`src/design/dpt_pkg.sv`:
```
`default_nettype none
package dpt_pkg;

  typedef enum logic [1:0] {
    ACT_TICK  = 2'd0,
    ACT_READ  = 2'd1,
    ACT_WRITE = 2'd2
  } action_e;

  typedef enum logic [1:0] {
    REG_DIV  = 2'd0,
    REG_CNT  = 2'd1,
    REG_TMA  = 2'd2,
    REG_TAC  = 2'd3
  } reg_sel_e;

  typedef enum logic [1:0] {
    SPD_1024 = 2'd0,
    SPD_16   = 2'd1,
    SPD_64   = 2'd2,
    SPD_256  = 2'd3
  } speed_e;

  localparam int unsigned DivW     = 16;
  localparam int unsigned ByteW    = 8;
  localparam int unsigned ReloadW  = 3;
  localparam int unsigned EnableBit = 2;

  localparam logic [DivW-1:0]    DivStep     = DivW'(256 / 64);
  localparam logic [ReloadW-1:0] ReloadSteps = ReloadW'(4);
  localparam logic [ByteW-1:0]   CtrlReset   = 8'hf8;

  typedef struct packed {
    action_e          action;
    reg_sel_e         reg_select;
    logic [ByteW-1:0] write_data;
  } item_t;

  typedef struct packed {
    logic [ByteW-1:0] read_data;
    logic             timer_irq;
  } result_t;

endpackage
`default_nettype wire

```
`src/design/dpt_in_reg.sv`:
```
`default_nettype none
module dpt_in_reg (
  input  wire logic          clk_i,
  input  wire logic          rst_ni,
  input  wire logic          valid_i,
  output logic               ready_o,
  input  wire dpt_pkg::item_t item_i,
  output logic               valid_o,
  input  wire logic          take_i,
  output dpt_pkg::item_t     item_o
);

  logic           valid_q, valid_d;
  dpt_pkg::item_t item_q;
  logic           load;

  assign ready_o = !valid_q || take_i;
  assign load    = valid_i && ready_o;

  always_comb begin
    valid_d = valid_q;
    if (load) begin
      valid_d = 1'b1;
    end else if (take_i) begin
      valid_d = 1'b0;
    end
  end

  always_ff @(posedge clk_i or negedge rst_ni) begin
    if (!rst_ni) begin
      valid_q <= 1'b0;
    end else begin
      valid_q <= valid_d;
    end
  end

  always_ff @(posedge clk_i) begin
    if (load) begin
      item_q <= item_i;
    end
  end

  assign valid_o = valid_q;
  assign item_o  = item_q;

endmodule
`default_nettype wire

```
`src/design/dpt_core.sv`:
```
`default_nettype none
module dpt_core (
  input  wire logic          clk_i,
  input  wire logic          rst_ni,
  input  wire logic          step_i,
  input  wire dpt_pkg::item_t item_i,
  output dpt_pkg::result_t   res_o
);

  logic [dpt_pkg::DivW-1:0]    div_q, div_d;
  logic [dpt_pkg::ByteW-1:0]   tima_q, tima_d;
  logic [dpt_pkg::ByteW-1:0]   tma_q, tma_d;
  logic [dpt_pkg::ByteW-1:0]   tac_q, tac_d;
  logic [dpt_pkg::ReloadW-1:0] cd_q, cd_d;

  logic [dpt_pkg::DivW-1:0]    div_inc;
  logic                        hit;
  logic [dpt_pkg::ReloadW-1:0] cd_dec;

  assign div_inc = div_q + dpt_pkg::DivStep;
  assign cd_dec  = cd_q - dpt_pkg::ReloadW'(1);

  always_comb begin
    case (dpt_pkg::speed_e'(tac_q[1:0]))
      dpt_pkg::SPD_1024: hit = (div_inc[9:0] == '0);
      dpt_pkg::SPD_16:   hit = (div_inc[3:0] == '0);
      dpt_pkg::SPD_64:   hit = (div_inc[5:0] == '0);
      dpt_pkg::SPD_256:  hit = (div_inc[7:0] == '0);
      default:           hit = 1'b0;
    endcase
  end

  always_comb begin
    div_d  = div_q;
    tima_d = tima_q;
    tma_d  = tma_q;
    tac_d  = tac_q;
    cd_d   = cd_q;
    res_o  = '0;
    unique case (item_i.action)
      dpt_pkg::ACT_TICK: begin
        div_d = div_inc;
        if (tac_q[dpt_pkg::EnableBit]) begin
          if (hit) begin
            tima_d = tima_q + dpt_pkg::ByteW'(1);
            if (tima_q == '1) begin
              res_o.timer_irq = 1'b1;
              cd_d            = dpt_pkg::ReloadSteps;
            end
          end else if (cd_q != '0) begin
            cd_d = cd_dec;
            if (cd_dec == '0) begin
              tima_d = tma_q;
            end
          end
        end
      end
      dpt_pkg::ACT_READ: begin
        unique case (item_i.reg_select)
          dpt_pkg::REG_DIV:  res_o.read_data = div_q[dpt_pkg::DivW-1 -: dpt_pkg::ByteW];
          dpt_pkg::REG_CNT:  res_o.read_data = tima_q;
          dpt_pkg::REG_TMA:  res_o.read_data = tma_q;
          dpt_pkg::REG_TAC:  res_o.read_data = tac_q;
          default:           res_o.read_data = '0;
        endcase
      end
      dpt_pkg::ACT_WRITE: begin
        unique case (item_i.reg_select)
          dpt_pkg::REG_DIV:  div_d  = '0;
          dpt_pkg::REG_CNT:  tima_d = item_i.write_data;
          dpt_pkg::REG_TMA:  tma_d  = item_i.write_data;
          dpt_pkg::REG_TAC:  tac_d  = item_i.write_data;
          default:           div_d  = div_q;
        endcase
      end
      default: res_o = '0;
    endcase
  end

  always_ff @(posedge clk_i or negedge rst_ni) begin
    if (!rst_ni) begin
      div_q  <= '0;
      tima_q <= '0;
      tma_q  <= '0;
      tac_q  <= dpt_pkg::CtrlReset;
      cd_q   <= '0;
    end else if (step_i) begin
      div_q  <= div_d;
      tima_q <= tima_d;
      tma_q  <= tma_d;
      tac_q  <= tac_d;
      cd_q   <= cd_d;
    end
  end

  a_cd_range: assert property (@(posedge clk_i) disable iff (!rst_ni)
    cd_q <= dpt_pkg::ReloadSteps)
    else $error("reload countdown out of range");

  a_irq_wrap: assert property (@(posedge clk_i) disable iff (!rst_ni)
    step_i && res_o.timer_irq |-> tima_d == '0 && cd_d == dpt_pkg::ReloadSteps)
    else $error("irq without counter wrap");

  a_read_holds: assert property (@(posedge clk_i) disable iff (!rst_ni)
    step_i && item_i.action == dpt_pkg::ACT_READ |=>
      $stable(div_q) && $stable(tima_q) && $stable(cd_q) && $stable(tac_q))
    else $error("read changed state");

  a_disabled_hold: assert property (@(posedge clk_i) disable iff (!rst_ni)
    step_i && item_i.action == dpt_pkg::ACT_TICK && !tac_q[dpt_pkg::EnableBit] |=>
      $stable(tima_q) && $stable(cd_q))
    else $error("disabled timer moved");

endmodule
`default_nettype wire

```
`src/design/dpt_out_reg.sv`:
```
`default_nettype none
module dpt_out_reg (
  input  wire logic          clk_i,
  input  wire logic          rst_ni,
  input  wire logic          step_i,
  output logic               free_o,
  input  wire dpt_pkg::result_t res_i,
  output logic               valid_o,
  input  wire logic          ready_i,
  output dpt_pkg::result_t   res_o
);

  logic               valid_q, valid_d;
  dpt_pkg::result_t   res_q;

  assign free_o = !valid_q || ready_i;

  always_comb begin
    valid_d = valid_q;
    if (step_i) begin
      valid_d = 1'b1;
    end else if (ready_i) begin
      valid_d = 1'b0;
    end
  end

  always_ff @(posedge clk_i or negedge rst_ni) begin
    if (!rst_ni) begin
      valid_q <= 1'b0;
    end else begin
      valid_q <= valid_d;
    end
  end

  always_ff @(posedge clk_i) begin
    if (step_i) begin
      res_q <= res_i;
    end
  end

  assign valid_o = valid_q;
  assign res_o   = res_q;

endmodule
`default_nettype wire

```
`src/design/divider_and_programmable_timer_core.sv`:
```
// Channel  Dir  tdata                tuser
// s_axis   in   [7:0] write_data     [1:0] action, [3:2] reg_select
// m_axis   out  [7:0] read_data      [0] timer_irq
//
// One beat per cycle sustained while the output is not stalled.
// Input register, then the combinational timer update and result into the output register.
// Output stall back-pressures the input register; input stays ready while the
// output register can drain in the same cycle.
// Reset: divider, counter, modulo, countdown cleared; control reads 0xf8.
`default_nettype none
module divider_and_programmable_timer_core (
  input  wire logic        clk_i,
  input  wire logic        rst_ni,
  input  wire logic        s_axis_tvalid_i,
  output logic             s_axis_tready_o,
  input  wire logic [7:0]  s_axis_tdata_i,   // [7:0] write_data
  input  wire logic [3:0]  s_axis_tuser_i,   // [1:0] action, [3:2] reg_select
  output logic             m_axis_tvalid_o,
  input  wire logic        m_axis_tready_i,
  output logic [7:0]       m_axis_tdata_o,   // [7:0] read_data
  output logic             m_axis_tuser_o    // [0] timer_irq
);

  dpt_pkg::item_t   in_item, s1_item;
  dpt_pkg::result_t core_res, out_res;
  logic             s1_valid, out_free, step;

  assign in_item.action     = dpt_pkg::action_e'(s_axis_tuser_i[1:0]);
  assign in_item.reg_select = dpt_pkg::reg_sel_e'(s_axis_tuser_i[3:2]);
  assign in_item.write_data = s_axis_tdata_i;

  assign step = s1_valid && out_free;

  dpt_in_reg u_in (
    .clk_i   (clk_i),
    .rst_ni  (rst_ni),
    .valid_i (s_axis_tvalid_i),
    .ready_o (s_axis_tready_o),
    .item_i  (in_item),
    .valid_o (s1_valid),
    .take_i  (step),
    .item_o  (s1_item)
  );

  dpt_core u_core (
    .clk_i  (clk_i),
    .rst_ni (rst_ni),
    .step_i (step),
    .item_i (s1_item),
    .res_o  (core_res)
  );

  dpt_out_reg u_out (
    .clk_i   (clk_i),
    .rst_ni  (rst_ni),
    .step_i  (step),
    .free_o  (out_free),
    .res_i   (core_res),
    .valid_o (m_axis_tvalid_o),
    .ready_i (m_axis_tready_i),
    .res_o   (out_res)
  );

  assign m_axis_tdata_o = out_res.read_data;
  assign m_axis_tuser_o = out_res.timer_irq;

endmodule
`default_nettype wire
```
`config.mk`:
```
export PLATFORM = sky130hd
export DESIGN_NAME = divider_and_programmable_timer_core
export DESIGN_NICKNAME = d
export VERILOG_FILES = /design/src/design/dpt_pkg.sv /design/src/design/dpt_in_reg.sv /design/src/design/dpt_core.sv /design/src/design/dpt_out_reg.sv /design/src/design/divider_and_programmable_timer_core.sv
export SDC_FILE = /design/constraint.sdc
export NUM_CORES = 1
export LEC_CHECK = 0
export ABC_AREA = 1
export ABC_CLOCK_PERIOD_IN_PS = 6150
export BUFFER_PORTS_ARGS = -buffer_cell sky130_fd_sc_hd__clkbuf_2
export CORE_UTILIZATION = 35
export CTS_BUF_LIST = sky130_fd_sc_hd__clkbuf_8
export DETAILED_ROUTE_END_ITERATION = 8
export SLEW_MARGIN = 30
export SYNTH_ARGS = -nofsm -noshare
export SYNTH_HDL_FRONTEND = slang
export SYNTH_SLANG_ARGS = --single-unit
export TNS_END_PERCENT = 30
```
`constraint.sdc`:
```
create_clock -name clk_i -period 6.15 [get_ports clk_i]
set_clock_uncertainty 0.2 [all_clocks]
set_input_delay 0.3075 -clock clk_i [delete_from_list [all_inputs] [get_ports clk_i]]
set_output_delay 0.3075 -clock clk_i [all_outputs]
set_load 0.005 [all_outputs]
```
# Word-level counts from Yosys, hierarchy flattened
# Index checks and enable logic that the tools add are counted.
totals:
  reg_bits: 66
  in_bits: 16
  output_inout_bits: 11
op_classes:
  add_sub_neg: 3
  eq_ne: 15
  muxes: 18
  n_reduce_logical: 25
op_table:
  columns: ["cell", "n"]
  rows:
  - ["two-way mux 8 bit", 5]
  - ["case mux 16 bit (2 select lines)", 1]
  - ["case mux 8 bit (4 select lines)", 1]
  - ["adder 16 x 3 -> 16 bit, second input constant", 1]
  - ["two-way mux 16 bit", 1]
  - ["case mux 8 bit (2 select lines)", 1]
  - ["AND reduction 3 bit", 4]
  - ["equality test 2 bit, second input constant", 5]
  - ["logical NOT 10 bit", 1]
  - ["two-way mux 3 bit", 3]
  - ["adder 8 x 1 -> 8 bit, second input constant", 1]
  - ["equality test 8 bit, second input constant", 1]
  - ["logical NOT 8 bit", 1]
  - ["nonzero test 2 bit", 4]
  - ["equality test 2 x 1 -> 1 bit, second input constant", 3]
  - ["logical NOT 2 bit", 3]
  - ["logical NOT 6 bit", 1]
  - ["!= test 2 bit, second input constant", 3]
  - ["!= test 3 x 1 -> 1 bit, second input constant", 2]
  - ["AND reduction 6 bit", 1]
  - ["two-way mux 1 bit", 5]
  - ["AND reduction 5 bit", 1]
  - ["logical NOT 4 bit", 1]
  - ["case mux 1 bit (4 select lines)", 1]
  - ["other kinds (7)", 10]

# Longest topological paths before layout
# Gate-level depths: netlist of run 1.
depth:
  depth_word: 7
  mapped_depth: 17
  depth_no_buf: 16

# Cells and area by module
# From an unflattened synthesis of run 1, not the netlist that was laid out.
hier_totals:
  cells_unflattened: 384
  area_unflattened_um2: 3419.5
by_module_without_submodules:
  columns: ["mod", "n_inst", "cells_each", "area_per_inst_um2", "seq_area_each_um2"]
  rows:
  - ["dpt_core", 1, 350, 2691.3, 1032.2]
  - ["dpt_in_reg", 1, 18, 405.4, 385.4]
  - ["dpt_out_reg", 1, 14, 315.3, 295.3]
  - ["divider_and_programmable_timer_core", 1, 2, 7.5, 0.0]

# Worst setup path after synthesis of run 1
# No wires, ideal clock.
synth_path:
  kind: "register to register"
  start: "register u_out.valid_q, in the netlist u_out.valid_o"
  end: "register u_core.div_q[15] (netlist name)"
  setup_ps: 77
  arrival_ps: 1721
  required_time_ps: 5873
  path_slack_ps: 4151
  stages_incl_launch_ff: 10
  n_path_buf: 0
  path_cell_list: "dfrtp_1 -> a21oi_4 -> nand2_2 -> nor2_4 -> nand3_1 -> nor2_1 -> nand3_1 -> nor2_1 -> o21ai_0 -> a21oi_1"
synth_via:
  elab_chain_cells: 4
synth_lines:
  columns: ["element", "line_no", "rtl"]
  rows:
  - ["start, declared", "dpt_out_reg.sv:13", "logic valid_q, valid_d;"]
  - ["start signal, assigned", "dpt_out_reg.sv:31", "valid_q <= valid_d;"]
  - ["logical NOT 1 bit", "dpt_out_reg.sv:16", "assign free_o = !valid_q || ready_i;"]
  - ["logical OR 1 bit", "dpt_out_reg.sv:16", null]
  - ["logical AND 1 bit", "divider_and_programmable_timer_core.sv:32", "assign step = s1_valid && out_free;"]
  - ["net step", "divider_and_programmable_timer_core.sv:26", "logic s1_valid, out_free, step;"]
  - ["AND reduction 3 bit (no line)", null, null]
  - ["end signal, assigned", "dpt_core.sv:88", "div_q <= div_d;"]
  - ["end, declared", "dpt_core.sv:10", "logic [dpt_pkg::DivW-1:0] div_q, div_d;"]
# The timed path passes the listed nets, and every way through them passes these cells.
# A chain may end at the register's enable or synchronous reset.

# Final worst setup path of run 1
layout_path:
  start: "register u_in.item_q (netlist bit u_in.item_o[8])"
  end: "register u_core.div_q[15] (netlist name)"
layout_via:
  elab_chain_cells: 3
layout_lines:
  columns: ["element", "line_no", "rtl"]
  rows:
  - ["start, declared", "dpt_in_reg.sv:14", "dpt_pkg::item_t item_q;"]
  - ["start signal, assigned", "dpt_in_reg.sv:39", "item_q <= item_i;"]
  - ["logical NOT 2 bit", "dpt_core.sv:68", "unique case (item_i.reg_select)"]
  - ["!= test 2 bit (no line)", null, null]
  - ["AND reduction 3 bit (no line)", null, null]
# Every way passes these cells.

==> metrics.txt, run 1 <==
# TYPE chip_impl_metric gauge
chip_impl_info{name="cp_common_cell",value="sky130_fd_sc_hd__nor2_1"} 1
chip_impl_metric{name="critical_path_required",unit="ps"} 6220
chip_impl_metric{name="route.detailed.wl_per_inst",unit="µm"} 13.1
chip_impl_metric{name="tritoncts.num_buffers",unit=""} 9
chip_impl_metric{name="p_leak",unit="nW"} 1.80
chip_impl_metric{name="worst_skew_pair.late_latency",unit="ps"} 350
chip_impl_metric{name="synth.ff_latch_count",unit=""} 64
chip_impl_metric{name="core_area",unit="mm²"} 0.00924
chip_impl_metric{name="synth.area.mux_share",unit="%"} 0
chip_impl_info{name="slowest_stage",value="sky130_fd_sc_hd__nor2_1"} 1
chip_impl_metric{name="ant_nets",unit=""} 0
chip_impl_metric{name="final.min_clock_period",unit="ps"} 2560
chip_impl_metric{name="ys_seq_area_share",unit="%"} 51.5
chip_impl_metric{name="cts_resized",unit=""} 0
chip_impl_metric{name="area_delta_synth_final",unit="%"} 18.8
chip_impl_info{name="min_from",value="m_axis_tready_i"} 1
chip_impl_metric{name="synth_xor_xnor_area_share",unit="%"} 2.11
chip_impl_metric{name="drt_drc_violations_left",unit=""} 0
chip_impl_metric{name="io-pin-count",unit=""} 27
chip_impl_metric{name="fill_cells",unit=""} 943
chip_impl_info{name="worst_setup_path_end_kind",value="register"} 1
chip_impl_metric{name="detailedRoute.firstIterationViolations",unit=""} 123
chip_impl_info{name="cts_tree",value="done"} 1
chip_impl_metric{name="post_cts_hold_buffer_count",unit=""} 14
chip_impl_info{name="hold-path-endpoint",value="u_out.valid_o"} 1
chip_impl_metric{name="viasPerCell",unit=""} 4.70
chip_impl_metric{name="totalWireLength",unit="mm"} 7.58
chip_impl_metric{name="post_cts_buffers",unit=""} 0
chip_impl_metric{name="synth.yosys.warnings",unit=""} 0
chip_impl_metric{name="antenna_found_initial",unit=""} 0
chip_impl_metric{name="total_power_per_unit_cell_area",unit="mW/mm²"} 362
chip_impl_metric{name="drv.max_cap_violation_count",unit=""} 0
chip_impl_info{name="hold_path.class",value="in2reg"} 1
chip_impl_metric{name="syn_area",unit="mm²"} 0.00333
chip_impl_info{name="rsz0062_at_grt",value="false"} 1
chip_impl_metric{name="floorplan.rows",unit=""} 35
chip_impl_metric{name="endpoint_arrival_time_on_the_critical_path",unit="ps"} 2640
chip_impl_metric{name="finalSetupViolCount",unit=""} 0
chip_impl_metric{name="numPlacedInstances",unit=""} 548
chip_impl_info{name="worstSetupPathType",value="reg2reg"} 1
chip_impl_info{name="critical_path.reg2reg.startpoint",value="u_in.item_o[8]"} 1
chip_impl_metric{name="post_synth_fa_ha_maj_area_fraction",unit="%"} 2.26
chip_impl_metric{name="placed_area",unit="mm²"} 0.00359
chip_impl_metric{name="finalInstanceArea",unit="mm²"} 0.00395
chip_impl_metric{name="insertedDiodeCount",unit=""} 0
chip_impl_metric{name="globalRoute.totalOverflow",unit=""} 0
chip_impl_metric{name="track_usage",unit="%"} 16.7
chip_impl_metric{name="timing.max_slew.rel_slack",unit="%"} 54.7
chip_impl_metric{name="clock-sinks",unit=""} 64
chip_impl_metric{name="first_pass_iteration_count_of_the_detailed_router",unit=""} 5
chip_impl_metric{name="routed-via-count",unit=""} 2718
chip_impl_metric{name="reg2reg_depth",unit=""} 9
chip_impl_info{name="critical-path-top-delay-family",value="simple AND/OR/NAND/NOR gates"} 1
chip_impl_metric{name="holdPathStages",unit=""} 4
chip_impl_metric{name="post_synth_inst_count",unit=""} 398
chip_impl_metric{name="timing_worst_slew_pin_value",unit="ps"} 678
chip_impl_metric{name="dp_hpwl",unit="mm"} 5.40
chip_impl_metric{name="grt_pass1_wl",unit="mm"} 12.7
chip_impl_metric{name="synth_cell_type_count",unit=""} 33
chip_impl_metric{name="ir_drop",unit="V"} 0.000178
chip_impl_metric{name="die_w",unit="µm"} 99.5
chip_impl_metric{name="slowest_stage_delay_cp",unit="ps"} 560
chip_impl_metric{name="floorplan.initialDensity",unit="%"} 36.0
chip_impl_metric{name="post_synthesis_average_cell_area",unit="µm²"} 8.36
chip_impl_metric{name="final_nets",unit=""} 466
chip_impl_metric{name="layout_worst_path_cycle_share",unit="%"} 41.7
chip_impl_metric{name="via_count_of_the_first_global_routing_pass",unit=""} 2616
chip_impl_metric{name="dieArea",unit="mm²"} 0.00990
chip_impl_metric{name="cp_num_buf_inv",unit=""} 0
chip_impl_info{name="series_of_cell_instances_along_the_critical_path",value="nor2_1, nor2_1, nor2_4, nand3_1, nor2_1, nand3_1, nor2_1, o21ai_0, a21oi_1"} 1
chip_impl_metric{name="post-route-util",unit="%"} 42.8
chip_impl_metric{name="ctsLongestPathBuffers",unit=""} 2
chip_impl_info{name="worstSetupStartpointType",value="register"} 1
chip_impl_metric{name="report.final.hold_viol_count",unit=""} 0
chip_impl_metric{name="final_slew_violations",unit=""} 0
chip_impl_metric{name="post_route_cells_drive_above_1_share",unit="%"} 14.0
chip_impl_metric{name="crit_fanout",unit=""} 11
chip_impl_metric{name="timing_limited_maximum_frequency",unit="MHz"} 390
chip_impl_metric{name="final-instance-count-excl-fill",unit=""} 578
chip_impl_metric{name="port_buffer_count",unit=""} 26
chip_impl_metric{name="synth-compound-area-share",unit="%"} 9.92
chip_impl_info{name="synth_top_family_by_area",value="simple AND/OR/NAND/NOR gates"} 1
chip_impl_metric{name="h_tree_depth",unit=""} 3
chip_impl_info{name="rr_endpoint",value="u_core.div_q[15]"} 1
chip_impl_info{name="cts_root_buf",value="sky130_fd_sc_hd__clkbuf_8"} 1
chip_impl_metric{name="globalplace.congestion",unit=""} 0.840
chip_impl_metric{name="syn-num-nets",unit=""} 420
chip_impl_info{name="outcome",value="finished clean"} 1
chip_impl_metric{name="pin_count_of_the_biggest_net_entering_global_routing",unit=""} 44
chip_impl_metric{name="die_y",unit="µm"} 99.5
chip_impl_metric{name="rrSetupSlack",unit="ps"} 3590
chip_impl_metric{name="clock_slew_at_reported_path_ffs",unit="ps"} 70
chip_impl_metric{name="fin_setup_tns",unit="ps"} 0
chip_impl_metric{name="synth_simple_gate_area_share",unit="%"} 27.4
synthesized netlist by cell type, drive strengths merged:
master / number / area (µm²)
nand2: 118 / 485
inv: 51 / 191
nor2: 48 / 200
dfrtp: 38 / 951
nand3: 31 / 160
o21ai: 29 / 145
edfxtp: 21 / 631
a221oi: 9 / 78.8
xor2: 7 / 61.3
a21oi: 6 / 41.3
ha: 6 / 75.1
dfstp: 5 / 131
nor3: 5 / 25.0
o22ai: 5 / 31.3
clkbuf: 4 / 15.0
a31oi: 3 / 18.8
buf: 2 / 18.8
nand4: 2 / 12.5
nor4: 2 / 12.5
clkinv: 1 / 3.75
nand3b: 1 / 7.51
nor3b: 1 / 7.51
o21a: 1 / 7.51
o21bai: 1 / 7.51
xnor2: 1 / 8.76
per-layer routing:
layer	part of all wire, %	wire (µm)	up-vias	GRT usage [%]
met5	0	0	-	0
met4	1.3	98	0	7.35
met3	4.9	368	8	3.23
met2	44	3350	55	25.7
met1	50	3770	1260	22.9
li1	-	-	1395	-
stage by stage:
step / worst slack (ps) / power [W] / hold WS [ps]
3_5_place_dp: 3640 / 0.00103 / 233
5_1_grt: 3330 / 0.00152 / 61.9
6_report: 3590 / 0.00143 / 39.3
4_1_cts: 3620 / 0.00144 / 24.1
2_1_floorplan: 4150 / 0.000918 / -188
3_3_place_gp: 3780 / 0.00102 / 233
how the worst max path moves through the flow:
stage	startpoint	to	slack, ps	cells past startpoint
2_1_floorplan	u_out.valid_o	u_core.div_q[15]	4150	9
3_3_place_gp	u_in.item_o[8]	u_core.div_q[15]	3780	9
3_5_place_dp	u_in.item_o[8]	u_core.div_q[15]	3640	9
4_1_cts	u_in.item_o[8]	u_core.div_q[15]	3620	9
5_1_grt	u_in.item_o[8]	u_core.div_q[15]	3330	9
6_report	u_in.item_o[8]	u_core.div_q[15]	3590	9
sequential cells by signal, indices dropped and copies added (netlist names):
register       cells
u_out.res_o        9
u_core.cd_q        3
u_in.item_o       12
u_core.tma_q       8
u_core.tac_q       8
u_out.valid_o      1
u_in.valid_o       1
u_core.tima_q      8
u_core.div_q      14
power breakdown:
| part | switching, W | internal, W | total [W] |
|---|---|---|---|
| registers | 0.000107 | 0.000550 | 0.000657 |
| logic | 0.000233 | 0.000141 | 0.000374 |
| clock network | 0.000173 | 0.000229 | 0.000401 |
cell usage in the layout (no fill, tap or decap), types with 6 or more instances in the layout:
master                          Yosys  final
sky130_fd_sc_hd__a221oi_1           9      9
sky130_fd_sc_hd__clkbuf_2           0     26
sky130_fd_sc_hd__clkbuf_8           0      9
sky130_fd_sc_hd__dfrtp_1           38     38
sky130_fd_sc_hd__dlygate4sd3_1      0     14
sky130_fd_sc_hd__edfxtp_1          21     21
sky130_fd_sc_hd__ha_1               6      6
sky130_fd_sc_hd__inv_1             50     51
sky130_fd_sc_hd__nand2_1          111    111
sky130_fd_sc_hd__nand3_1           30     30
sky130_fd_sc_hd__nor2_1            42     42
sky130_fd_sc_hd__o21ai_0           29     29
sky130_fd_sc_hd__xor2_1             7      7
kinds of logic after synthesis:
logic type,count (synthesis)
flip-flops,64
XOR/XNOR,8
buffers and inverters,58
adder cells (fa/ha/maj),6
AO/OA/AOI/OAI,54
AND/OR/NAND/NOR,208
final cells by class:
type	instances	area, µm²	share of cell area [%]
Timing Repair Buffer	41	278	7.03
Inverter	52	195	4.94
Sequential cell	64	1710	43.3
Clock inverter	7	96.3	2.44
Tap cell	129	161	4.08
Multi-Input combinational cell	276	1390	35.1
Clock buffer	9	124	3.13
tightest hold or removal path: stages:
cell and delay [ps]:
sky130_fd_sc_hd__clkbuf_2 70, sky130_fd_sc_hd__inv_1 70, sky130_fd_sc_hd__nand2_1 60, sky130_fd_sc_hd__nand2_1 40
Note: power is estimated with default switching activity, not from simulation.
==> run 2: changes to the inputs <==
ABC_AREA = 0   (was 1)
ABC_CLOCK_PERIOD_IN_PS = 2650   (was 6150)
clock period = 2.65 ns   (was 6.15 ns; I/O delays follow)
==> run 2 against run 1 <==
Via count decreased by 1.4%. Critical endpoint is now u_core.tima_q[1]. Total power increased by 120%. Utilization increased by 1.2 points. Fmax increased by 3.3%.
==> metrics.txt, run 2 <==
# TYPE chip_impl_metric gauge
chip_impl_metric{name="power.clock.fraction",unit="%"} 32.8
chip_impl_metric{name="timing.max_slew.rel_slack",unit="%"} 58.8
chip_impl_metric{name="layout_worst_path_cycle_share",unit="%"} 93.7
chip_impl_metric{name="port_buffer_count",unit=""} 26
chip_impl_metric{name="dieArea",unit="mm²"} 0.0105
chip_impl_metric{name="total_power_per_unit_cell_area",unit="mW/mm²"} 733
chip_impl_metric{name="synth.yosys.warnings",unit=""} 0
chip_impl_metric{name="drt_drc_violations_left",unit=""} 0
chip_impl_metric{name="finalInstanceArea",unit="mm²"} 0.00430
chip_impl_metric{name="floorplan.initialDensity",unit="%"} 36.1
chip_impl_info{name="cts_tree",value="done"} 1
chip_impl_metric{name="drv.max_cap_violation_count",unit=""} 0
chip_impl_metric{name="post_route_cells_drive_above_1_share",unit="%"} 29.5
chip_impl_info{name="dr.max_layer_used",value="met4"} 1
chip_impl_metric{name="final.min_clock_period",unit="ps"} 2480
chip_impl_metric{name="detailedRoute.firstIterationViolations",unit=""} 195
chip_impl_metric{name="clock_slew_at_reported_path_ffs",unit="ps"} 80
chip_impl_metric{name="endpoint_arrival_time_on_the_critical_path",unit="ps"} 2520
chip_impl_info{name="synthDominantAreaCellType",value="sky130_fd_sc_hd__dfrtp_1"} 1
chip_impl_metric{name="power.switching",unit="W"} 0.000950
chip_impl_metric{name="die_y",unit="µm"} 102
chip_impl_metric{name="critical_path_required",unit="ps"} 2690
chip_impl_metric{name="synth.top_cell.area_share",unit="%"} 27.0
chip_impl_metric{name="antenna_found_initial",unit=""} 0
chip_impl_metric{name="finalSetupViolCount",unit=""} 0
chip_impl_info{name="ys_top_cells_by_count",value="38 x sky130_fd_sc_hd__dfrtp_1, 21 x sky130_fd_sc_hd__edfxtp_1, 21 x sky130_fd_sc_hd__nand2_1"} 1
chip_impl_info{name="outcome",value="finished clean"} 1
chip_impl_metric{name="rrSetupSlack",unit="ps"} 170
chip_impl_metric{name="post_cts_buffers",unit=""} 0
chip_impl_metric{name="total_power_consumption",unit="W"} 0.00315
chip_impl_info{name="top_cells_by_area_synth",value="sky130_fd_sc_hd__dfrtp_1 27%, sky130_fd_sc_hd__edfxtp_1 18%, sky130_fd_sc_hd__mux2_2 5.1%"} 1
chip_impl_metric{name="final_nets",unit=""} 387
chip_impl_metric{name="globalplace.congestion",unit=""} 0.844
chip_impl_metric{name="synth_cell_type_count",unit=""} 64
chip_impl_metric{name="synthArstFlopShare",unit="%"} 67.2
chip_impl_metric{name="dp_hpwl",unit="mm"} 5.93
chip_impl_metric{name="synth.ff_latch_count",unit=""} 64
chip_impl_metric{name="final-instance-count-excl-fill",unit=""} 503
chip_impl_metric{name="insertedDiodeCount",unit=""} 0
chip_impl_metric{name="viasPerCell",unit=""} 5.33
chip_impl_info{name="layout.cells.most_common",value="sky130_fd_sc_hd__dfrtp_1"} 1
chip_impl_metric{name="p_int",unit="W"} 0.00220
chip_impl_metric{name="h_tree_depth",unit=""} 3
chip_impl_metric{name="fin_setup_tns",unit="ps"} 0
chip_impl_metric{name="ir_drop",unit="V"} 0.000359
chip_impl_metric{name="detail_route.wirelength.met1",unit="mm"} 3.86
chip_impl_metric{name="post_synth_inst_count",unit=""} 309
chip_impl_metric{name="grt_pass1_wl",unit="mm"} 13.8
chip_impl_metric{name="totalWireLength",unit="mm"} 8.12
chip_impl_metric{name="ctsLongestPathBuffers",unit=""} 2
chip_impl_metric{name="area_delta_synth_final",unit="%"} 21.9
chip_impl_metric{name="routed-wl-met3",unit="µm"} 346
chip_impl_metric{name="timing_limited_maximum_frequency",unit="MHz"} 403
chip_impl_metric{name="ys_seq_area_share",unit="%"} 48.6
chip_impl_info{name="cts_root_buf",value="sky130_fd_sc_hd__clkbuf_8"} 1
chip_impl_metric{name="via_count_of_the_first_global_routing_pass",unit=""} 2723
chip_impl_info{name="worstSetupPathType",value="reg2reg"} 1
chip_impl_info{name="critical-path-top-delay-family",value="simple AND/OR/NAND/NOR gates"} 1
chip_impl_metric{name="core_area",unit="mm²"} 0.00977
chip_impl_metric{name="clock-sinks",unit=""} 64
chip_impl_metric{name="p_leak",unit="nW"} 1.71
chip_impl_metric{name="cp_num_buf_inv",unit=""} 0
chip_impl_metric{name="route.detailed.wl_per_inst",unit="µm"} 16.1
chip_impl_metric{name="report.final.hold_viol_count",unit=""} 0
chip_impl_metric{name="syn_area",unit="mm²"} 0.00353
chip_impl_metric{name="ant_nets",unit=""} 0
chip_impl_metric{name="routed-via-count",unit=""} 2680
chip_impl_info{name="series_of_cell_instances_along_the_critical_path",value="ha_2, and4_4, and2_4, o311a_4, nor4_4, nor2_2, o41ai_2"} 1
chip_impl_info{name="worst_setup_path_end_kind",value="register"} 1
chip_impl_metric{name="placed_area",unit="mm²"} 0.00389
chip_impl_metric{name="pin_count_of_the_biggest_net_entering_global_routing",unit=""} 44
chip_impl_metric{name="slowest_stage_delay_cp",unit="ps"} 460
chip_impl_metric{name="comb_power_share",unit="%"} 22.5
chip_impl_info{name="hold_path.class",value="in2async"} 1
chip_impl_info{name="slowest_stage",value="sky130_fd_sc_hd__nor4_4"} 1
chip_impl_metric{name="first_pass_iteration_count_of_the_detailed_router",unit=""} 4
chip_impl_metric{name="io-pin-count",unit=""} 27
chip_impl_info{name="synth_most_common_cell",value="sky130_fd_sc_hd__dfrtp_1"} 1
chip_impl_info{name="worstSetupStartpointType",value="register"} 1
chip_impl_metric{name="post_synthesis_average_cell_area",unit="µm²"} 11.4
chip_impl_metric{name="switching_share",unit="%"} 30.1
chip_impl_metric{name="synth-edff-count",unit=""} 21
chip_impl_info{name="layout.cells.most_common_list",value="38 x sky130_fd_sc_hd__dfrtp_1, 25 x sky130_fd_sc_hd__clkbuf_2, 21 x sky130_fd_sc_hd__nand2_1, 21 x sky130_fd_sc_hd__edfxtp_1, 18 x sky130_fd_sc_hd__nor3_1"} 1
chip_impl_metric{name="largest_register_ffs",unit=""} 14
chip_impl_metric{name="timing_worst_slew_pin_value",unit="ps"} 618
chip_impl_metric{name="final_slew_violations",unit=""} 0
chip_impl_metric{name="track_usage",unit="%"} 17.5
chip_impl_info{name="synth_top_flop_cell",value="sky130_fd_sc_hd__dfrtp_1"} 1
chip_impl_metric{name="tritoncts.num_buffers",unit=""} 9
chip_impl_metric{name="crit_fanout",unit=""} 7
chip_impl_info{name="largest_register_by_flop_count",value="u_core.div_q"} 1
chip_impl_metric{name="met2WireLength",unit="mm"} 3.79
chip_impl_metric{name="share_seq_of_total_power",unit="%"} 44.7
chip_impl_metric{name="globalRoute.totalOverflow",unit=""} 0
chip_impl_metric{name="die_w",unit="µm"} 102
chip_impl_metric{name="floorplan.rows",unit=""} 36
chip_impl_metric{name="syn-num-nets",unit=""} 331
chip_impl_info{name="rsz0062_at_grt",value="false"} 1
chip_impl_metric{name="worst_skew_pair.late_latency",unit="ps"} 340
chip_impl_metric{name="numPlacedInstances",unit=""} 471
## run 2: cell types whose count changed in the layout (fill, tap and decap cells not counted), sizes merged, moves of 13 or more
cell and change:
inv -46, nor3 +13, nand3 -19, buf +16
mux2 +16, nand2 -96, o21ai -15, nor2 -30
nor2b +13
## run 2: layout make-up
cell class,instances,area (µm²)
fillers,933,5480
multi-input cells,225,1730
flip-flops and latches,64,1710
repair buffers,59,420
well taps,133,166
clock buffers,9,124
clock inverters,7,119
inverters,6,22.5
## run 2: what timing repair did
action | in CTS | in global routing
gates resized for setup | 0 | 1
endpoints found under the setup margin | 0 | 1
hold endpoints to repair | 52 | 0
hold buffers | 16 | 0
## run 2: power by group through the flow
stage | clock, W | combinational [W] | sequential, W
after floorplan | 0 | 0.000506 | 0.00136
after global placement | 0 | 0.000670 | 0.00142
after detailed placement | 0 | 0.000687 | 0.00142
after CTS | 0.00105 | 0.000709 | 0.00140
after global routing | 0.00109 | 0.000787 | 0.00144
final | 0.00103 | 0.000708 | 0.00141
## run 2: through the flow
stage / util, % / hold slack, ps / setup WS [ps]
2_1_floorplan: - / -363 / 175
3_3_place_gp: 39.8 / 110 / 159
3_5_place_dp: 39.8 / 12.8 / 98.8
4_1_cts: 44.0 / 182 / 90.1
5_1_grt: 44.0 / 246 / 81.1
6_report: 44.0 / 196 / 167
## run 2: path summary, 6_finish.rpt
kind | start | endpoint | depth (start not counted)
worst max-delay path | u_core.div_q[2] | u_core.tima_q[1] | 7
worst min-delay path | rst_ni | u_core.div_q[4] | 2
worst max register to register | u_core.div_q[2] | u_core.tima_q[1] | 7
worst min register to register | u_core.tma_q[7] | u_core.tma_q[7] | 1
max in group asynchronous | rst_ni | u_core.tac_q[7] | 3
min in group clk_i | s_axis_tuser_i[3] | u_in.item_o[9] | 2
## run 2: kinds of logic (layout without fill, tap and decap cells)
logic type,after synthesis,count (layout),share of synthesized area (%)
simple gates,127,127,20.4
flops,64,64,48.6
compound gates,55,55,13.1
buf+inv,20,81,2.31
mux,24,24,10.2
xor+xnor,13,13,3.23
fa+ha+maj,6,6,2.13
## run 2: metal layers
layer,vias up,GRT usage [%]
met5,-,0
met4,0,6.15
met3,8,3.69
met2,62,27.7
met1,1332,23.6
li1,1278,-
==> run 3: changes to the inputs <==
SYNTH_HIERARCHICAL = 1   (was not set)
==> run 3 against run 2 <==
Via count fell by 5.6%. Register-to-register slack got worse by 110 ps. Utilization rose by 0.37 points. Synthesized area fell by 2.9%. Non-clock buffer count did not move. Count of clock-buffer cells in the layout rose by 2. Combinational power rose by 39%. Largest power group unchanged. Highest routed layer unchanged.
==> metrics.txt, run 3 <==
# TYPE chip_impl_metric gauge
chip_impl_metric{name="antenna_found_initial",unit=""} 0
chip_impl_metric{name="multi_input_area",unit="mm²"} 0.00164
chip_impl_metric{name="io-pin-count",unit=""} 27
chip_impl_metric{name="first_pass_iteration_count_of_the_detailed_router",unit=""} 5
chip_impl_info{name="cts_root_buf",value="sky130_fd_sc_hd__clkbuf_8"} 1
chip_impl_info{name="series_of_cell_instances_along_the_critical_path",value="or4_1, nor4_4, nor4_4, or2_4, buf_4, and3_1, o32a_1"} 1
chip_impl_metric{name="layout_worst_path_cycle_share",unit="%"} 97.7
chip_impl_metric{name="post-route-worst-setup-slack",unit="ps"} 61.0
chip_impl_metric{name="dieArea",unit="mm²"} 0.0102
chip_impl_metric{name="post_route_cells_drive_above_1_share",unit="%"} 27.5
chip_impl_info{name="cts_tree",value="done"} 1
chip_impl_metric{name="synth-edff-count",unit=""} 21
chip_impl_metric{name="viasPerCell",unit=""} 5.22
chip_impl_info{name="outcome",value="finished clean"} 1
chip_impl_metric{name="finalSetupViolCount",unit=""} 0
chip_impl_metric{name="total_power_per_unit_cell_area",unit="mW/mm²"} 807
chip_impl_metric{name="report.final.hold_viol_count",unit=""} 0
chip_impl_metric{name="endpoint_arrival_time_on_the_critical_path",unit="ps"} 2620
chip_impl_metric{name="grt_pass1_wl",unit="mm"} 12.6
chip_impl_metric{name="routed-via-count",unit=""} 2530
chip_impl_metric{name="preCtsSetupSlack",unit="ps"} 13.6
chip_impl_metric{name="floorplan.initialDensity",unit="%"} 36.5
chip_impl_metric{name="crit_fanout",unit=""} 6
chip_impl_info{name="slowest_stage",value="sky130_fd_sc_hd__or4_1"} 1
chip_impl_metric{name="dp_hpwl",unit="mm"} 5.34
chip_impl_metric{name="area_delta_synth_final",unit="%"} 21.4
chip_impl_metric{name="synth.top_cell.area_share",unit="%"} 27.8
chip_impl_metric{name="final_slew_violations",unit=""} 0
chip_impl_metric{name="route.detailed.wl_per_inst",unit="µm"} 15.6
chip_impl_metric{name="insertedDiodeCount",unit=""} 0
chip_impl_info{name="cp_common_cell",value="sky130_fd_sc_hd__nor4_4"} 1
chip_impl_metric{name="fill_cells",unit=""} 894
chip_impl_metric{name="synth_cell_type_count",unit=""} 59
chip_impl_info{name="top_cells_by_area_synth",value="sky130_fd_sc_hd__dfrtp_1 28%, sky130_fd_sc_hd__edfxtp_1 18%, sky130_fd_sc_hd__mux4_2 5.3%"} 1
chip_impl_metric{name="final_nets",unit=""} 373
chip_impl_metric{name="timing_limited_maximum_frequency",unit="MHz"} 386
chip_impl_metric{name="globalRoute.totalOverflow",unit=""} 0
chip_impl_info{name="hold_path.class",value="in2async"} 1
chip_impl_metric{name="synthArstFlopShare",unit="%"} 67.2
chip_impl_metric{name="largest_register_ffs",unit=""} 14
chip_impl_metric{name="final.min_clock_period",unit="ps"} 2590
chip_impl_metric{name="track_usage",unit="%"} 16.5
chip_impl_metric{name="core_area",unit="mm²"} 0.00937
chip_impl_metric{name="cp_num_buf_inv",unit=""} 1
chip_impl_metric{name="ctsLongestPathBuffers",unit=""} 2
chip_impl_metric{name="slowest_stage_delay_cp",unit="ps"} 590
chip_impl_metric{name="synth.yosys.warnings",unit=""} 6
chip_impl_metric{name="timing.max_slew.rel_slack",unit="%"} 53.7
chip_impl_metric{name="globalplace.congestion",unit=""} 0.837
chip_impl_metric{name="p_leak",unit="nW"} 1.72
chip_impl_metric{name="timing_worst_slew_pin_value",unit="ps"} 689
chip_impl_info{name="largest_register_by_flop_count",value="u_core/div_q"} 1
chip_impl_metric{name="worst_skew_pair.late_latency",unit="ps"} 340
chip_impl_info{name="worstSetupPathType",value="reg2reg"} 1
chip_impl_info{name="ys_top_cells_by_count",value="38 x sky130_fd_sc_hd__dfrtp_1, 23 x sky130_fd_sc_hd__nand2_1, 21 x sky130_fd_sc_hd__edfxtp_1"} 1
chip_impl_metric{name="port_buffer_count",unit=""} 26
chip_impl_metric{name="ant_nets",unit=""} 0
chip_impl_metric{name="floorplan.rows",unit=""} 35
chip_impl_metric{name="drt_drc_violations_left",unit=""} 0
chip_impl_metric{name="synth.ff_latch_count",unit=""} 64
chip_impl_metric{name="post_synthesis_average_cell_area",unit="µm²"} 11.7
chip_impl_metric{name="die_w",unit="µm"} 101
chip_impl_metric{name="clock_slew_at_reported_path_ffs",unit="ps"} 70
chip_impl_metric{name="ys_seq_area_share",unit="%"} 50.0
chip_impl_metric{name="clock-sinks",unit=""} 64
chip_impl_info{name="worst_setup_path_end_kind",value="register"} 1
chip_impl_metric{name="syn-num-nets",unit=""} 315
chip_impl_info{name="worstSetupStartpointType",value="register"} 1
chip_impl_metric{name="final.hold.worst_slack",unit="ps"} 211
chip_impl_metric{name="drv.max_cap_violation_count",unit=""} 0
chip_impl_metric{name="pin_count_of_the_biggest_net_entering_global_routing",unit=""} 44
chip_impl_metric{name="register_area",unit="mm²"} 0.00171
chip_impl_metric{name="critical_path_required",unit="ps"} 2680
chip_impl_metric{name="post_synth_inst_count",unit=""} 293
chip_impl_metric{name="die_y",unit="µm"} 101
chip_impl_metric{name="tritoncts.num_buffers",unit=""} 9
chip_impl_metric{name="syn_area",unit="mm²"} 0.00342
chip_impl_info{name="synth_most_common_cell",value="sky130_fd_sc_hd__dfrtp_1"} 1
chip_impl_metric{name="h_tree_depth",unit=""} 3
chip_impl_info{name="synthDominantAreaCellType",value="sky130_fd_sc_hd__dfrtp_1"} 1
chip_impl_metric{name="via_count_of_the_first_global_routing_pass",unit=""} 2489
chip_impl_info{name="synth_top_flop_cell",value="sky130_fd_sc_hd__dfrtp_1"} 1
chip_impl_metric{name="ir_drop",unit="V"} 0.000378
chip_impl_info{name="layout.cells.most_common_list",value="37 x sky130_fd_sc_hd__dfrtp_1, 26 x sky130_fd_sc_hd__clkbuf_2, 23 x sky130_fd_sc_hd__nand2_1, 21 x sky130_fd_sc_hd__edfxtp_1"} 1
chip_impl_metric{name="totalWireLength",unit="mm"} 7.56
chip_impl_info{name="layout.cells.most_common",value="sky130_fd_sc_hd__dfrtp_1"} 1
chip_impl_metric{name="detailedRoute.firstIterationViolations",unit=""} 143
chip_impl_info{name="critical-path-top-delay-family",value="simple AND/OR/NAND/NOR gates"} 1
[run 3: cell count changes after synthesis, moves of 3 or more]
cell | before | now
sky130_fd_sc_hd__clkbuf_1 | 7 | 4
sky130_fd_sc_hd__nor3_1 | 18 | 6
sky130_fd_sc_hd__nand2b_1 | 5 | 9
sky130_fd_sc_hd__xor2_1 | 5 | 8
sky130_fd_sc_hd__mux2_2 | 16 | 9
sky130_fd_sc_hd__o32ai_2 | 3 | 0
sky130_fd_sc_hd__xnor2_1 | 8 | 4
sky130_fd_sc_hd__a22oi_1 | 4 | 0
sky130_fd_sc_hd__mux2_1 | 0 | 8
sky130_fd_sc_hd__nand3_1 | 12 | 9
[run 3: cells by family after synthesis]
group	share of synthesized area (%)
buffers and inverters	3.07
adders and majority gates	2.19
DFF	50.0
xor gates and xnor gates	3.07
AOI/OAI and AO/OA	10.4
muxes	11.4
and+or+nand+nor	19.8
[run 3: tightest hold or removal path, stage by stage]
cell and delay, ps:
sky130_fd_sc_hd__dlygate4sd3_1 530, sky130_fd_sc_hd__clkbuf_2 100, sky130_fd_sc_hd__buf_4 460
[run 3: area by class of cell]
class | instances | share of cell area, %
inverter | 8 | 0.722
clock inverter | 5 | 1.14
tap | 129 | 3.88
clock buffer | 11 | 3.64
timing repair buffer | 59 | 9.99
sequential | 64 | 41.2
multi-input combinational | 209 | 39.4
[run 3: worst paths after layout]
| path | cells past startpoint | end | from | slack (ps) |
|---|---|---|---|---|
| max | 7 | u_core/tima_q[3] | u_core/div_q[9] | 60 |
| min | 3 | u_core/div_q[3] | rst_ni | 210 |
| max reg2reg | 7 | u_core/tima_q[3] | u_core/div_q[9] | 60 |
| min reg2reg | 1 | u_core/tma_q[5] | u_in/item_o[5] | 330 |
| max in group asynchronous | 3 | u_core/div_q[6] | rst_ni | 1640 |
| min in group clk_i | 2 | u_in/item_o[4] | s_axis_tdata_i[4] | 300 |
[run 3: power breakdown]
group          total (W)  internal (W)  switching [W]  leakage (nW)
sequential       0.00153       0.00129       0.000243         0.740
combinational   0.000983      0.000521       0.000462         0.874
clock           0.000841      0.000476       0.000366         0.108
[run 3: through the flow]
stage | power (W) | setup TNS (ps) | util [%] | area, µm² | instances
floorplan | 0.00218 | 0 | - | 3420 | 293
global placement | 0.00245 | 0 | 40.2 | 3770 | 453
detailed placement | 0.00248 | 0 | 40.2 | 3770 | 453
CTS | 0.00335 | 0 | 43.9 | 4120 | 484
global route | 0.00356 | -14.4 | 44.4 | 4160 | 485
finish | 0.00336 | 0 | 44.4 | 4160 | 485
[run 3: what timing repair did]
| action | CTS | global route |
|---|---|---|
| hold buffers | 15 | 0 |
| endpoints found under the hold margin | 52 | 0 |
| resized for setup | 0 | 6 |
| buffers inserted | 0 | 1 |
| endpoints found under the setup margin | 0 | 10 |
[run 3: metal layers]
layer | wire length, µm | track usage, % | up-vias
li1 | - | - | 1194
met1 | 3530 | 21.8 | 1243
met2 | 3460 | 26.0 | 80
met3 | 391 | 3.40 | 13
met4 | 174 | 8.03 | 0
met5 | 0 | 0 | -
